**config.mk**
```make
export PLATFORM = sky130hd
export DESIGN_NAME = tlv_record_finder_core
export DESIGN_NICKNAME = d
export VERILOG_FILES = /design/src/hw/rtl/tlvrf_pkg.sv /design/src/hw/rtl/tlvrf_scanner.sv /design/src/hw/rtl/tlv_record_finder_core.sv
export SDC_FILE = /design/constraint.sdc
export NUM_CORES = 1
export LEC_CHECK = 0
export ABC_AREA = 1
export BUFFER_PORTS_ARGS = -buffer_cell sky130_fd_sc_hd__buf_4
export CELL_PAD_IN_SITES_DETAIL_PLACEMENT = 1
export CELL_PAD_IN_SITES_GLOBAL_PLACEMENT = 2
export CORE_MARGIN = 5
export CORE_UTILIZATION = 30
export DETAILED_ROUTE_END_ITERATION = 16
export GPL_ROUTABILITY_DRIVEN = 1
export GPL_TIMING_DRIVEN = 0
export PLACE_DENSITY = 0.68
export SLEW_MARGIN = 30
export SYNTH_ARGS = -nofsm -noshare
export SYNTH_HDL_FRONTEND = slang
export SYNTH_SLANG_ARGS = --single-unit
```
**constraint.sdc**
```tcl
create_clock -name aclk -period 5.1 [get_ports aclk]
set_input_delay 0.255 -clock aclk [delete_from_list [all_inputs] [get_ports aclk]]
set_output_delay 0.255 -clock aclk [all_outputs]
set_load 0.005 [all_outputs]
```
**src/hw/rtl/tlvrf_pkg.sv**
```systemverilog
// Shared types and codes for the TLV record finder.
// No dependencies; imported by the scanner, the top level and the checker.
`timescale 1ns / 1ps

package tlvrf_pkg;

    // Default for the largest payload a message may carry.
    localparam int MAX_PAYLOAD_BYTES_DEFAULT = 65535;

    // Configuration register indexes.
    localparam int CFG_INDEX_W = 1;
    localparam logic [CFG_INDEX_W-1:0] REG_WANTED_TYPE     = 1'd0;
    localparam logic [CFG_INDEX_W-1:0] REG_END_MARKER_TYPE = 1'd1;

    // Result outcome codes.
    localparam logic [1:0] OUTCOME_FOUND  = 2'd0;
    localparam logic [1:0] OUTCOME_ABSENT = 2'd1;
    localparam logic [1:0] OUTCOME_FAULT  = 2'd2;

    // Scan phases.
    localparam logic [1:0] PH_TYPE = 2'd0;
    localparam logic [1:0] PH_LEN  = 2'd1;
    localparam logic [1:0] PH_SKIP = 2'd2;

    // Decision codes held while a message is scanned.
    localparam logic [1:0] DEC_NONE   = 2'd0;
    localparam logic [1:0] DEC_FOUND  = 2'd1;
    localparam logic [1:0] DEC_ABSENT = 2'd2;
    localparam logic [1:0] DEC_FAULT  = 2'd3;

    typedef struct packed {
        logic [1:0]  outcome;
        logic [15:0] value_length;
        logic [15:0] value_offset;
    } result_t;

endpackage

```
**src/hw/rtl/tlvrf_scanner.sv**
```systemverilog
// Record scanner: per-message parse state and the result of the final byte.
// Depends on tlvrf_pkg.
`timescale 1ns / 1ps

module tlvrf_scanner
    import tlvrf_pkg::*;
#(
    parameter int MAX_PAYLOAD_BYTES = MAX_PAYLOAD_BYTES_DEFAULT
) (
    input  logic        aclk,
    input  logic        aresetn,
    input  logic        step,
    input  logic [7:0]  in_byte,
    input  logic        in_last,
    input  logic [31:0] wanted_type,
    input  logic [31:0] end_marker_type,
    output result_t     result
);

    // Counter holds up to MAX_PAYLOAD_BYTES + 1 (saturation point).
    localparam int CW = $clog2(MAX_PAYLOAD_BYTES + 2);
    localparam logic [CW-1:0] MAX_CNT = CW'(MAX_PAYLOAD_BYTES);

    logic [1:0]    phase_reg,   phase_next;
    logic [1:0]    idx_reg,     idx_next;
    logic [23:0]   word_reg,    word_next;
    logic [CW-1:0] seen_reg,    seen_next;
    logic [CW-1:0] skip_reg,    skip_next;
    logic [1:0]    dec_reg,     dec_next;
    logic [CW-1:0] mlen_reg,    mlen_next;
    logic [CW-1:0] moff_reg,    moff_next;
    logic [CW:0]   mend_reg,    mend_next;
    logic          matched_reg, matched_next;

    logic [31:0]   word_full;
    logic [CW-1:0] skip_dec;
    logic [CW-1:0] len_cut;

    assign word_full = {word_reg, in_byte};
    assign len_cut   = word_full[CW-1:0];
    assign skip_dec  = (skip_reg != '0) ? skip_reg - 1'b1 : skip_reg;

    always_comb begin
        phase_next   = phase_reg;
        idx_next     = idx_reg;
        word_next    = word_reg;
        skip_next    = skip_reg;
        dec_next     = dec_reg;
        mlen_next    = mlen_reg;
        moff_next    = moff_reg;
        mend_next    = mend_reg;
        matched_next = matched_reg;
        seen_next    = (seen_reg <= MAX_CNT) ? seen_reg + 1'b1 : seen_reg;

        if (seen_next > MAX_CNT) begin
            dec_next = DEC_FAULT;
        end else if (dec_reg == DEC_NONE) begin
            unique case (phase_reg)
                PH_SKIP: begin
                    skip_next = skip_dec;
                    if (skip_dec == '0) begin
                        phase_next = PH_TYPE;
                    end
                end
                PH_TYPE: begin
                    word_next = word_full[23:0];
                    idx_next  = idx_reg + 2'd1;
                    if (idx_reg == 2'd3) begin
                        if (word_full == end_marker_type) begin
                            dec_next = DEC_ABSENT;
                        end else begin
                            matched_next = (word_full == wanted_type);
                            phase_next   = PH_LEN;
                        end
                    end
                end
                PH_LEN: begin
                    word_next = word_full[23:0];
                    idx_next  = idx_reg + 2'd1;
                    if (idx_reg == 2'd3) begin
                        if (word_full[31] || word_full > 32'(MAX_PAYLOAD_BYTES)) begin
                            dec_next = DEC_FAULT;
                        end else if (matched_reg) begin
                            dec_next  = DEC_FOUND;
                            mlen_next = len_cut;
                            moff_next = seen_next;
                            mend_next = {1'b0, seen_next} + {1'b0, len_cut};
                        end else if (word_full == 32'd0) begin
                            phase_next = PH_TYPE;
                        end else begin
                            skip_next  = len_cut;
                            phase_next = PH_SKIP;
                        end
                    end
                end
                default: begin
                    phase_next = PH_TYPE;
                end
            endcase
        end
    end

    // Outcome of the message, valid when the final byte is stepped.
    always_comb begin
        result = '0;
        if (dec_next == DEC_FOUND && {1'b0, seen_next} >= mend_next) begin
            result.outcome      = OUTCOME_FOUND;
            result.value_length = 16'(mlen_next);
            result.value_offset = 16'(moff_next);
        end else if (dec_next == DEC_ABSENT) begin
            result.outcome = OUTCOME_ABSENT;
        end else begin
            result.outcome = OUTCOME_FAULT;
        end
    end

    always_ff @(posedge aclk) begin
        if (!aresetn || (step && in_last)) begin
            phase_reg   <= PH_TYPE;
            idx_reg     <= 2'd0;
            word_reg    <= '0;
            seen_reg    <= '0;
            skip_reg    <= '0;
            dec_reg     <= DEC_NONE;
            mlen_reg    <= '0;
            moff_reg    <= '0;
            mend_reg    <= '0;
            matched_reg <= 1'b0;
        end else if (step) begin
            phase_reg   <= phase_next;
            idx_reg     <= idx_next;
            word_reg    <= word_next;
            seen_reg    <= seen_next;
            skip_reg    <= skip_next;
            dec_reg     <= dec_next;
            mlen_reg    <= mlen_next;
            moff_reg    <= moff_next;
            mend_reg    <= mend_next;
            matched_reg <= matched_next;
        end
    end

endmodule

```
**src/hw/rtl/tlv_record_finder_core.sv**
```systemverilog
// Top level of the TLV record finder: input register, scanner, result register
// and configuration registers. Depends on tlvrf_pkg and tlvrf_scanner.
`timescale 1ns / 1ps

// Usage
// The s_ channel carries one payload byte per request in s_tdata, with s_tlast
// high on the final byte of a message. The payload is a list of records, each a
// big-endian 32-bit type, a big-endian 32-bit length and the value bytes. The
// block searches for the first record whose type equals wanted_type and stops
// at end_marker_type. For each request with s_tlast high the m_ channel
// delivers exactly one result request; other bytes produce no result.
// Throughput is one byte per cycle while no final byte waits on a stalled
// result: each byte needs a counter step, a word shift and a 32-bit compare in
// the scanner, done between the input register and the result register.
// m_tvalid rises as the result register loads the outcome of a final byte held
// in the input register; the scanner adds no register stage. When the receiver
// stalls with a result waiting, the block still accepts non-final bytes of the
// next message; a further final byte is held in the input register until the
// pending result is taken, and s_tready drops only then. A synchronous
// active-low reset clears the parse state, empties both registers and sets both
// configuration registers to zero. The user must write configuration (cfg_wr_en,
// cfg_wr_index, cfg_wr_data) only while the block idles; the block does not enforce this.

module tlv_record_finder_core
    import tlvrf_pkg::*;
#(
    parameter int MAX_PAYLOAD_BYTES = MAX_PAYLOAD_BYTES_DEFAULT
) (
    input  logic                   aclk,
    input  logic                   aresetn,
    // Input requests.
    input  logic                   s_tvalid,
    output logic                   s_tready,
    input  logic [7:0]             s_tdata,      // [7:0] payload_byte
    input  logic                   s_tlast,      // last_byte
    // Result requests.
    output logic                   m_tvalid,
    input  logic                   m_tready,
    output logic [31:0]            m_tdata,      // [15:0] value_length, [31:16] value_offset
    output logic [1:0]             m_tuser,      // [1:0] outcome
    // Configuration writes.
    input  logic                   cfg_wr_en,
    input  logic [CFG_INDEX_W-1:0] cfg_wr_index,
    input  logic [31:0]            cfg_wr_data
);

    logic        in_valid_reg;
    logic [7:0]  in_byte_reg;
    logic        in_last_reg;
    logic        m_valid_reg;
    result_t     m_result_reg;
    logic [31:0] wanted_type_reg;
    logic [31:0] end_marker_reg;

    logic        out_free;
    logic        advance;
    logic        s_accept;
    result_t     scan_result;

    // A held byte moves on unless it is a final byte and the result slot is full.
    assign out_free = !m_valid_reg || m_tready;
    assign advance  = in_valid_reg && (!in_last_reg || out_free);
    assign s_tready = !in_valid_reg || advance;
    assign s_accept = s_tvalid && s_tready;

    always_ff @(posedge aclk) begin
        if (!aresetn) begin
            in_valid_reg <= 1'b0;
        end else if (s_accept) begin
            in_valid_reg <= 1'b1;
        end else if (advance) begin
            in_valid_reg <= 1'b0;
        end
    end

    always_ff @(posedge aclk) begin
        if (s_accept) begin
            in_byte_reg <= s_tdata;
            in_last_reg <= s_tlast;
        end
    end

    tlvrf_scanner #(
        .MAX_PAYLOAD_BYTES(MAX_PAYLOAD_BYTES)
    ) u_scanner (
        .aclk            (aclk),
        .aresetn         (aresetn),
        .step            (advance),
        .in_byte         (in_byte_reg),
        .in_last         (in_last_reg),
        .wanted_type     (wanted_type_reg),
        .end_marker_type (end_marker_reg),
        .result          (scan_result)
    );

    // Result register.
    always_ff @(posedge aclk) begin
        if (!aresetn) begin
            m_valid_reg <= 1'b0;
        end else if (advance && in_last_reg) begin
            m_valid_reg <= 1'b1;
        end else if (m_tready) begin
            m_valid_reg <= 1'b0;
        end
    end

    always_ff @(posedge aclk) begin
        if (advance && in_last_reg) begin
            m_result_reg <= scan_result;
        end
    end

    // Configuration registers.
    always_ff @(posedge aclk) begin
        if (!aresetn) begin
            wanted_type_reg <= '0;
            end_marker_reg  <= '0;
        end else if (cfg_wr_en) begin
            unique case (cfg_wr_index)
                REG_WANTED_TYPE:     wanted_type_reg <= cfg_wr_data;
                REG_END_MARKER_TYPE: end_marker_reg  <= cfg_wr_data;
                default: begin
                end
            endcase
        end
    end

    assign m_tvalid = m_valid_reg;
    assign m_tdata  = {m_result_reg.value_offset, m_result_reg.value_length};
    assign m_tuser  = m_result_reg.outcome;

endmodule

```
==> metrics.md, run 1 <==
| Metric | Value |
|---|---|
| CTS root buffer | `clkbuf_16` |
| Initial antenna violation count | `1` |
| Syn nets | `1745` |
| Crit share post-route | `96.28%` |
| CTS sink count | `224` |
| GRT Overall Usage | `20.52%` |
| Leak Pwr | `6.593 nW` |
| Synth cell types | `44` |
| CP Depth | `33` |
| Worst Path Arrival | `5210 ps` |
| Synth Flop Type | `dfxtp_1` |
| Synth top cells by count | `nand2_1 (306), nor2_1 (238), o21ai_0 (197)` |
| Seq/Total Area, Yosys | `41.12%` |
| H-tree depth | `1` |
| Clk_skew | `14.55 ps` |
| Die area | `43930 sq um` |
| WHS Path Cells | `3` |
| CP required | `5400 ps` |
| Nets | `1921` |
| Via count | `11.66k` |
| Core Area | `39550 sq um` |
| Synth Register Bits | `224` |
| Hpwl dp | `34.91 mm` |
| Status | `finished, final reports clean` |
| Largest net degree at the start of global routing | `34` |
| Reg2reg path depth | `33` |
| Clock share of power | `44.5%` |
| Inserted Clock Buffers | `28` |
| Drt pass-1 iters | `5` |
| Worst vdd ir | `0.0002129 V` |
| Row Count | `73` |
| Mapped Area | `11950 sq um` |
| Die Span Y | `209.6 um` |
| Normalized max-slew margin | `43.51%` |
| Drt wl/cell | `19.59 um` |
| Cell with the most instances after synthesis | `nand2_1` |
| Fraction of layout cells with a size suffix above 1 | `14.84%` |
| CTS Buffer Depth | `3` |
| Synth Instances | `1656` |
| Syn_area_per_cell | `7.218 sq um` |
| N_diodes | `0` |
| Net switching power | `1.369 mW` |
| Clock slew at reported path FFs | `60 ps` |
| Max Cap Viol | `0` |
| Comb pwr share | `14.9%` |
| CP top delay family | `simple AND/OR/NAND/NOR gates` |
| FMAX | `0.2037 GHz` |
| Worst slew pin tran | `847.4 ps` |
| DR iter-0 viols | `481` |
| Initial Util | `30.22%` |
| Yosys warnings | `0` |
| Setup TNS | `0 ps` |
| Remaining routing DRC violations | `0` |
| Yosys top cell area share | `30.32%` |
| Synth async-reset ratio | `0%` |
| Remaining antenna violation count after routing | `0` |
| Buf+Inv Stages, Crit Path | `5` |
| Final setup fails | `0` |
| Slew Limit Fails | `0` |
| Vias per cell | `4.901` |
| Minimum clock period after layout | `4910 ps` |
| CTS tree | `built` |
| Final hold slack | `22.04 ps` |
| Worst-Skew Late Latency | `560 ps` |
| Pwr dens | `321.6 nW/um^2` |
| Die span in x | `209.6 um` |
| EDFF count, synth | `43` |
| Grt ovf | `0` |
| Post-Route WL | `46.58 mm` |
| Seq pwr share | `40.6%` |
| HP Class | `in2reg` |
| Worst path slowest cell | `dfxtp_2` |
| IO Port Bufs | `82` |
| Fin. Hold Viols | `0` |
| Switch share | `27.88%` |
| Cell-internal power | `3.542 mW` |
| Endpoint class of the critical path | `register` |
| Cell taking the most area after synthesis | `dfxtp_1` |
| Max incr delay on CP | `380 ps` |
| Final Wtd Congestion | `0.8782` |
| CP dominant cell by count | `nand2_1` |
| Area contributors post-synth | `dfxtp_1 (30%), edfxtp_1 (11%), nand2_1 (9.6%)` |
| Area growth from synthesis to layout | `27.76%` |
| First-pass GRT wire length | `70.67 mm` |
| CP Launch Type | `register` |
| Total I/O pin count | `83` |
| CP Class | `reg2reg` |
| Crit-path max FO | `8` |
| Vias in the first global route | `11.87k` |
## what timing repair did
item,CTS,global route
gates cloned,0,2
hold buffers,40,0
endpoints found under the setup margin,33,33
resized for setup,55,60
pin swaps,6,20
hold endpoints to repair,57,0
setup buffers,7,14
## layer usage
metal	part of all wire (%)	up-vias	global-route usage [%]
met4	1.9	0	4.410
met5	0	-	0
met1	49	5618	29.81
met3	4.8	60	2.720
met2	45	223	32.69
li1	-	5754	-
## power by group through the flow
| stage | logic, mW | registers, mW | clock network [mW] |
|---|---|---|---|
| 6_report | 0.732 | 1.99 | 2.19 |
| 5_1_grt | 0.818 | 2.00 | 2.31 |
| 4_1_cts | 0.701 | 1.99 | 2.24 |
| 3_5_place_dp | 0.655 | 2.03 | 0 |
| 3_3_place_gp | 0.642 | 2.02 | 0 |
| 2_1_floorplan | 0.423 | 1.99 | 0 |
## kinds of logic (layout without fill, tap and decap cells)
logic type                 count (synthesis)  in the layout  synth area share [%]
AOI/OAI and AO/OA                        373            373                 16.76
and+or+nand+nor                          683            683                 23.79
adders and majority gates                 42             42                 4.459
DFF                                      224            224                 41.12
muxes                                      4              4                0.3350
buffers and inverters                    260            457                 8.406
xor gates and xnor gates                  70             70                 5.129
## worst paths after layout
check,from,endpoint,slack [ps]
max,u_scanner.seen_reg[1],m_tdata[9],190
max reg2reg,u_scanner.seen_reg[1],m_tdata[9],190
min,cfg_wr_data[12],wanted_type_reg[12],20
min reg2reg,u_scanner.idx_reg[1],u_scanner.idx_reg[1],460
## cell type report
type | count | area [sq um]
Timing Repair Buffer | 146 | 1230
Clock inverter | 13 | 197.7
Buffer | 75 | 356.6
Sequential cell | 224 | 4932
Inverter | 185 | 704.4
Fill cell | 4909 | 24280
Tap cell | 525 | 656.9
Clock buffer | 38 | 809.5
Multi-Input combinational cell | 1172 | 6384
## layout by cell type (no fill, tap or decap), types with 8 or more instances in the layout
cell / instances
nand4_1: 22
ha_4: 10
or2_2: 14
dlygate4sd3_1: 40
edfxtp_1: 43
and2_1: 8
xor2_1: 32
o21a_1: 9
ha_1: 30
nand3_1: 52
inv_1: 167
buf_2: 10
buf_4: 105
nor3_1: 22
inv_2: 14
o21ai_0: 192
nand2_1: 291
dfxtp_1: 173
clkbuf_1: 59
nor2_1: 235
xnor2_1: 36
nand2_2: 12
a21oi_1: 123
clkbuf_16: 30
## worst reg2reg max path: cells and delay by family (launching register included)
family,cells,cell delay [ps]
and+or+nand+nor,19,2140
AOI/OAI and AO/OA,6,870
adders and majority gates,3,660
buffers and inverters,5,590
DFF,1,380
## metrics by stage
step | setup WS [ps] | area, sq um | cells | utilization (%) | power, mW
2_1_floorplan | 729.7 | 11950 | 1656 | - | 2.409
3_3_place_gp | -935.6 | 13230 | 2263 | 33.44 | 2.667
3_5_place_dp | -954.2 | 13250 | 2264 | 33.49 | 2.682
4_1_cts | 2.596 | 14910 | 2362 | 37.71 | 4.936
5_1_grt | -67.57 | 15270 | 2378 | 38.61 | 5.134
6_report | 189.6 | 15270 | 2378 | 38.61 | 4.911
Power figures use the tool's default switching activity.
==> run 2: changes to the inputs <==
- RECOVER_POWER: not set -> 100
==> run 2 against run 1 <==
Effect of this change:
- non-clock buffer count unchanged
- the flow now finishes with violations (capacitance limit, slew limit)
- global-route usage unchanged
- fmax about the same
- count of clock-buffer cells in the layout unchanged
- core utilization decreased by 0.15 points
- largest power group unchanged
==> metrics.md, run 2 (synthesis gave the netlist of run 1 again) <==
| Metric | Value |
|---|---|
| WHS Path Cells | `3 (unchanged)` |
| Fin. Hold Viols | `0 (unchanged)` |
| Final hold slack | `17.67 ps (-4.372 ps)` |
| First-pass GRT wire length | `70.67 mm (unchanged)` |
| Reg2reg end | `m_tdata[9]` |
| Max incr delay on CP | `380 ps (about the same)` |
| Initial Util | `30.22% (unchanged)` |
| CTS tree | `built` |
| Hold_sp | `cfg_wr_data[12]` |
| Drt pass-1 iters | `5 (unchanged)` |
| Total I/O pin count | `83 (unchanged)` |
| Nets | `1921 (unchanged)` |
| Remaining antenna violation count after routing | `0 (unchanged)` |
| Vias in the first global route | `11.87k (unchanged)` |
| CTS sink count | `224 (unchanged)` |
| Fraction of layout cells with a size suffix above 1 | `13.98% (-0.86 points)` |
| Commonest non-fill, non-tap cell in the layout | `nand2_1` |
| Buf+Inv Stages, Crit Path | `5 (unchanged)` |
| Die span in x | `209.6 um (unchanged)` |
| Clock slew at reported path FFs | `60 ps (about the same)` |
| Grt ovf | `0 (unchanged)` |
| Endpoint class of the critical path | `register` |
| Crit share post-route | `96.25% (about the same)` |
| Largest net degree at the start of global routing | `34 (unchanged)` |
| Row Count | `73 (unchanged)` |
| Worst-Skew Late Latency | `560 ps (about the same)` |
| Flop-to-flop setup slack | `190 ps (about the same)` |
| N_diodes | `0 (unchanged)` |
| CP dominant cell by count | `nand2_1` |
| Max Cap Viol | `1 (+1)` |
| Remaining routing DRC violations | `0 (unchanged)` |
| Area growth from synthesis to layout | `27.26%` |
| Post-Route WL | `46.59 mm (about the same)` |
| Reg2reg start | `u_scanner.seen_reg[1]` |
| Worst Path Arrival | `5210 ps (about the same)` |
| Worst vdd ir | `0.0002132 V (+0.12%)` |
| GRT Overall Usage | `20.52% (unchanged)` |
| Most frequent cells in the layout | `nand2_1 (292), nor2_1 (235), o21ai_0 (193)` |
| CP Class | `reg2reg` |
| Crit-path max FO | `8 (unchanged)` |
| Via count | `11.60k (-0.44%)` |
| Reg2reg path depth | `33 (unchanged)` |
| Final setup fails | `0 (unchanged)` |
| FMAX | `0.2037 GHz (about the same)` |
| Hpwl dp | `34.91 mm (unchanged)` |
| Setup TNS | `0 ps (unchanged)` |
| IO Port Bufs | `82 (unchanged)` |
| Crit path from | `u_scanner.seen_reg[1]` |
| Inserted Clock Buffers | `28 (unchanged)` |
| WHS Endpoint | `wanted_type_reg[12]` |
| Initial antenna violation count | `1 (unchanged)` |
| CP required | `5400 ps (about the same)` |
| Drt wl/cell | `19.59 um (about the same)` |
| Leak Pwr | `6.538 nW (-0.82%)` |
| CP Launch Type | `register` |
| Normalized max-slew margin | `-22.64% (-66 points)` |
| CTS Buffer Depth | `3 (unchanged)` |
| Final Util | `38.46% (-0.15 points)` |
| Status | `finished, violations left` |
| Core Area | `39550 sq um (unchanged)` |
| Worst path slowest cell | `dfxtp_2` |
| Final Wtd Congestion | `0.8782 (unchanged)` |
| Slew Limit Fails | `34 (+34)` |
| HP Class | `in2reg` |
| Die area | `43930 sq um (unchanged)` |
| Pwr dens | `322.3 nW/um^2 (+0.24%)` |
| Worst slew pin tran | `1840 ps (+992.2 ps)` |
| H-tree depth | `1 (unchanged)` |
| DR iter-0 viols | `525 (+9.1%)` |
| Clk_skew | `17.03 ps (+2.487 ps)` |
| Minimum clock period after layout | `4909 ps (-1.725 ps)` |
| Failing checks | `capacitance limit, slew limit` |
| CTS root buffer | `clkbuf_16` |
| Vias per cell | `4.880 (-0.44%)` |
| CP top delay family | `simple AND/OR/NAND/NOR gates` |
| Die Span Y | `209.6 um (unchanged)` |
[run 2: changes by cell type in the layout (fill, tap and decap cells not counted), moves of 2 or more]
cell      previous run  this run
inv_2               14        12
buf_4              105        57
buf_2               10         7
clkbuf_1            59        70
clkbuf_4             0        41
inv_1              167       169
[run 2: worst register-to-register path: cells and delay by family (launching register included)]
kind	cells	cell delay, ps
and+or+nand+nor	19	2120
AOI/OAI and AO/OA	6	890
adders and majority gates	3	660
buffers and inverters	5	570
DFF	1	380
[run 2: layer usage]
layer	track usage [%]	share of wire [%]	vias to the layer above
li1	-	-	5755
met1	29.81	49	5583
met2	32.69	44	212
met3	2.720	4.4	54
met4	4.410	1.9	0
met5	0	0	-
[run 2: worst max-delay path by stage]
stage	slack [ps]	endpoint	cells after the start
finish	190	m_tdata[9]	33
global route	-70	m_tdata[9]	34
CTS	3	m_tdata[1]	33
detailed placement	-950	m_tdata[10]	33
global placement	-940	m_tdata[12]	32
floorplan	730	m_tdata[10]	32
[run 2: where the power goes]
group	leakage, nW	total (mW)	internal [mW]	switching, mW
Clock	0.490	2.18	1.36	0.824
Sequential	1.89	1.99	1.90	0.0968
Combinational	4.16	0.727	0.284	0.443
[run 2: layout make-up]
class | count | area [sq um]
clock buffer | 38 | 809.5
inverter | 185 | 704.4
clock inverter | 13 | 197.7
tap | 525 | 656.9
sequential | 224 | 4932
fill | 4916 | 24340
multi-input combinational | 1172 | 6370
buffer | 75 | 352.8
timing repair buffer | 146 | 1187
[run 2: repair_timing]
| action | in CTS | in global routing |
|---|---|---|
| endpoints found under the setup margin | 33 | 33 |
| resized for setup | 55 | 60 |
| hold buffers | 40 | 0 |
| gates cloned | 0 | 2 |
| endpoints found under the hold margin | 57 | 0 |
| pin swaps | 6 | 20 |
| setup buffers | 7 | 14 |
[run 2: through the flow]
| stage | total power [mW] | area, sq um | setup slack (ps) | std cells |
|---|---|---|---|---|
| 2_1_floorplan | 2.409 | 11950 | 729.7 | 1656 |
| 3_3_place_gp | 2.667 | 13230 | -935.6 | 2263 |
| 3_5_place_dp | 2.682 | 13250 | -954.2 | 2264 |
| 4_1_cts | 4.936 | 14910 | 2.596 | 2362 |
| 5_1_grt | 5.131 | 15210 | -66.49 | 2378 |
| 6_report | 4.903 | 15210 | 191.3 | 2378 |
==> run 3: changes to the inputs <==
- CORE_UTILIZATION: 30 -> 35
- PLACE_DENSITY: 0.68 -> 0.78
==> run 3 against run 2 <==
Effect of this change:
- the flow now finishes without violations
- total power fell by 4.2%
- fmax rose by 0.64%
- sequential power barely moved
- global-route usage rose by 2.6 points
- combinational power rose by 1%
- worst hold slack improved by 8.5 ps
- routed wire length fell by 2.9%
- count of clock-buffer cells in the layout rose by 1
- non-clock buffer count rose by 1
- clock skew fell by 2.3 ps
- sequential share of layout area rose by 0.25 points
==> metrics.md, run 3 (synthesis gave the netlist of run 1 again) <==
| Metric | Value |
|---|---|
| Vias per cell | `5.104 (+4.6%)` |
| Multi-input logic area | `6441 sq um (+1.1%)` |
| GRT Overall Usage | `23.16% (+2.6 points)` |
| Power consumption | `4.699 mW (-4.2%)` |
| Slew Limit Fails | `0 (-100%)` |
| CTS Buffer Depth | `3 (unchanged)` |
| HP Class | `in2reg` |
| CTS root buffer | `clkbuf_16` |
| CTS tree | `built` |
| Drt wl/cell | `19.66 um (+0.35%)` |
| Crit-path max FO | `10 (+2)` |
| Initial antenna violation count | `2 (+1)` |
| FMAX | `0.2050 GHz (+0.64%)` |
| Vias in the first global route | `11.97k (+0.88%)` |
| Core Area | `33620 sq um (-15%)` |
| Clk_skew | `14.71 ps (-2.319 ps)` |
| Worst Path Arrival | `5150 ps (-60 ps)` |
| Nets | `1922 (+0.052%)` |
| Setup TNS | `0 ps (unchanged)` |
| Pwr dens | `311.2 nW/um^2 (-3.4%)` |
| Worst-Skew Late Latency | `540 ps (-20 ps)` |
| Storage element area | `4933 sq um (about the same)` |
| Total I/O pin count | `83 (unchanged)` |
| H-tree depth | `1 (unchanged)` |
| Via count | `11.75k (+1.2%)` |
| CP top delay family | `simple AND/OR/NAND/NOR gates` |
| Remaining routing DRC violations | `0 (unchanged)` |
| Area growth from synthesis to layout | `26.31%` |
| CP Class | `reg2reg` |
| DR iter-0 viols | `609 (+16%)` |
| Remaining antenna violation count after routing | `0 (unchanged)` |
| Row Count | `67 (-8.2%)` |
| First-pass GRT wire length | `69.81 mm (-1.2%)` |
| Endpoint class of the critical path | `register` |
| Hpwl dp | `33.35 mm (-4.5%)` |
| Final hold slack | `26.18 ps (+8.511 ps)` |
| Die area | `37950 sq um (-14%)` |
| Grt ovf | `0 (unchanged)` |
| Final Wtd Congestion | `0.8961 (+2.0%)` |
| Clock slew at reported path FFs | `60 ps (about the same)` |
| Leak Pwr | `6.513 nW (-0.39%)` |
| Status | `finished, final reports clean` |
| Layout fillers | `4160 (-15%)` |
| Most frequent cells in the layout | `nand2_1 (287), nor2_1 (232), o21ai_0 (192)` |
| Final setup fails | `0 (unchanged)` |
| Max incr delay on CP | `380 ps (about the same)` |
| CP Launch Type | `register` |
| Largest net degree at the start of global routing | `36 (+5.9%)` |
| Initial Util | `35.56% (+5.3 points)` |
| CP required | `5370 ps (-30 ps)` |
| CP dominant cell by count | `nand2_1` |
| Post-Route WL | `45.26 mm (-2.9%)` |
| Worst vdd ir | `0.0002620 V (+23%)` |
| Commonest non-fill, non-tap cell in the layout | `nand2_1` |
| Die Span Y | `194.8 um (-7.1%)` |
| Fin. Hold Viols | `0 (unchanged)` |
| Fraction of layout cells with a size suffix above 1 | `14.73% (+0.76 points)` |
| Minimum clock period after layout | `4877 ps (-31.18 ps)` |
| Buf+Inv Stages, Crit Path | `3 (-2)` |
| Normalized max-slew margin | `2.737% (+25 points)` |
| CTS sink count | `224 (unchanged)` |
| Worst slew pin tran | `1459 ps (-380.6 ps)` |
| Worst path slowest cell | `dfxtp_4` |
| Inserted Clock Buffers | `28 (unchanged)` |
| Die span in x | `194.8 um (-7.1%)` |
| IO Port Bufs | `82 (unchanged)` |
| Crit share post-route | `95.64% (-0.61 points)` |
| Drt pass-1 iters | `5 (unchanged)` |
| Max Cap Viol | `0 (-1)` |
## run 3: where the power goes
| part | switching [mW] | internal (mW) |
|---|---|---|
| sequential | 0.0961 | 1.90 |
| combinational | 0.445 | 0.290 |
| clock | 0.798 | 1.17 |
| total | 1.34 | 3.36 |
## run 3: per-layer routing
metal | global-route usage [%] | routed length [um] | vias up | share of wire (%)
met1 | 34.04 | 22050 | 5675 | 49
met3 | 2.995 | 2021 | 57 | 4.5
met2 | 36.74 | 20210 | 244 | 45
met4 | 4.551 | 971 | 0 | 2.1
met5 | 0 | 0 | - | 0
li1 | - | - | 5773 | -
## run 3: per-stage QoR
step	utilization, %	instances	setup slack [ps]	instance area [sq um]
detailed placement	39.06	2186	-1008	13130
global route	44.90	2301	-51.10	15090
global placement	39.06	2186	-969.6	13130
finish	44.91	2302	222.5	15100
floorplan	-	1656	729.7	11950
CTS	43.78	2283	15.16	14720
## run 3: worst paths after layout
kind | startpoint | to | slack [ps] | cells after the start
max | u_scanner.seen_reg[0] | m_tdata[12] | 220 | 32
min | cfg_wr_data[31] | wanted_type_reg[31] | 30 | 3
max reg2reg | u_scanner.seen_reg[0] | m_tdata[12] | 220 | 32
min reg2reg | u_scanner.idx_reg[1] | u_scanner.idx_reg[1] | 460 | 2
## run 3: area by class of cell
type | count | share of cell area [%]
multi-input cells | 1172 | 42.67
flip-flops and latches | 224 | 32.68
repair buffers | 147 | 7.898
clock buffers | 39 | 5.453
inverters | 185 | 4.649
well taps | 448 | 3.713
plain buffers | 75 | 2.312
clock inverters | 11 | 0.6133
diodes | 1 | 0.01658
## run 3: worst reg2reg max path, delay by kind of cell (launching register included)
kind,cells,cell delay (ps)
fa+ha+maj,3,670
buf+inv,3,500
compound gates,5,800
simple gates,21,2240
flops,1,380
## run 3: timing repair
action                                  4_1_cts  5_1_grt
pin swaps                                     6       19
hold endpoints to repair                     55        0
hold buffers                                 39        0
resized for setup                            57       70
endpoints found under the setup margin       33       33
buffers inserted                              8       17
gates cloned                                  0        1
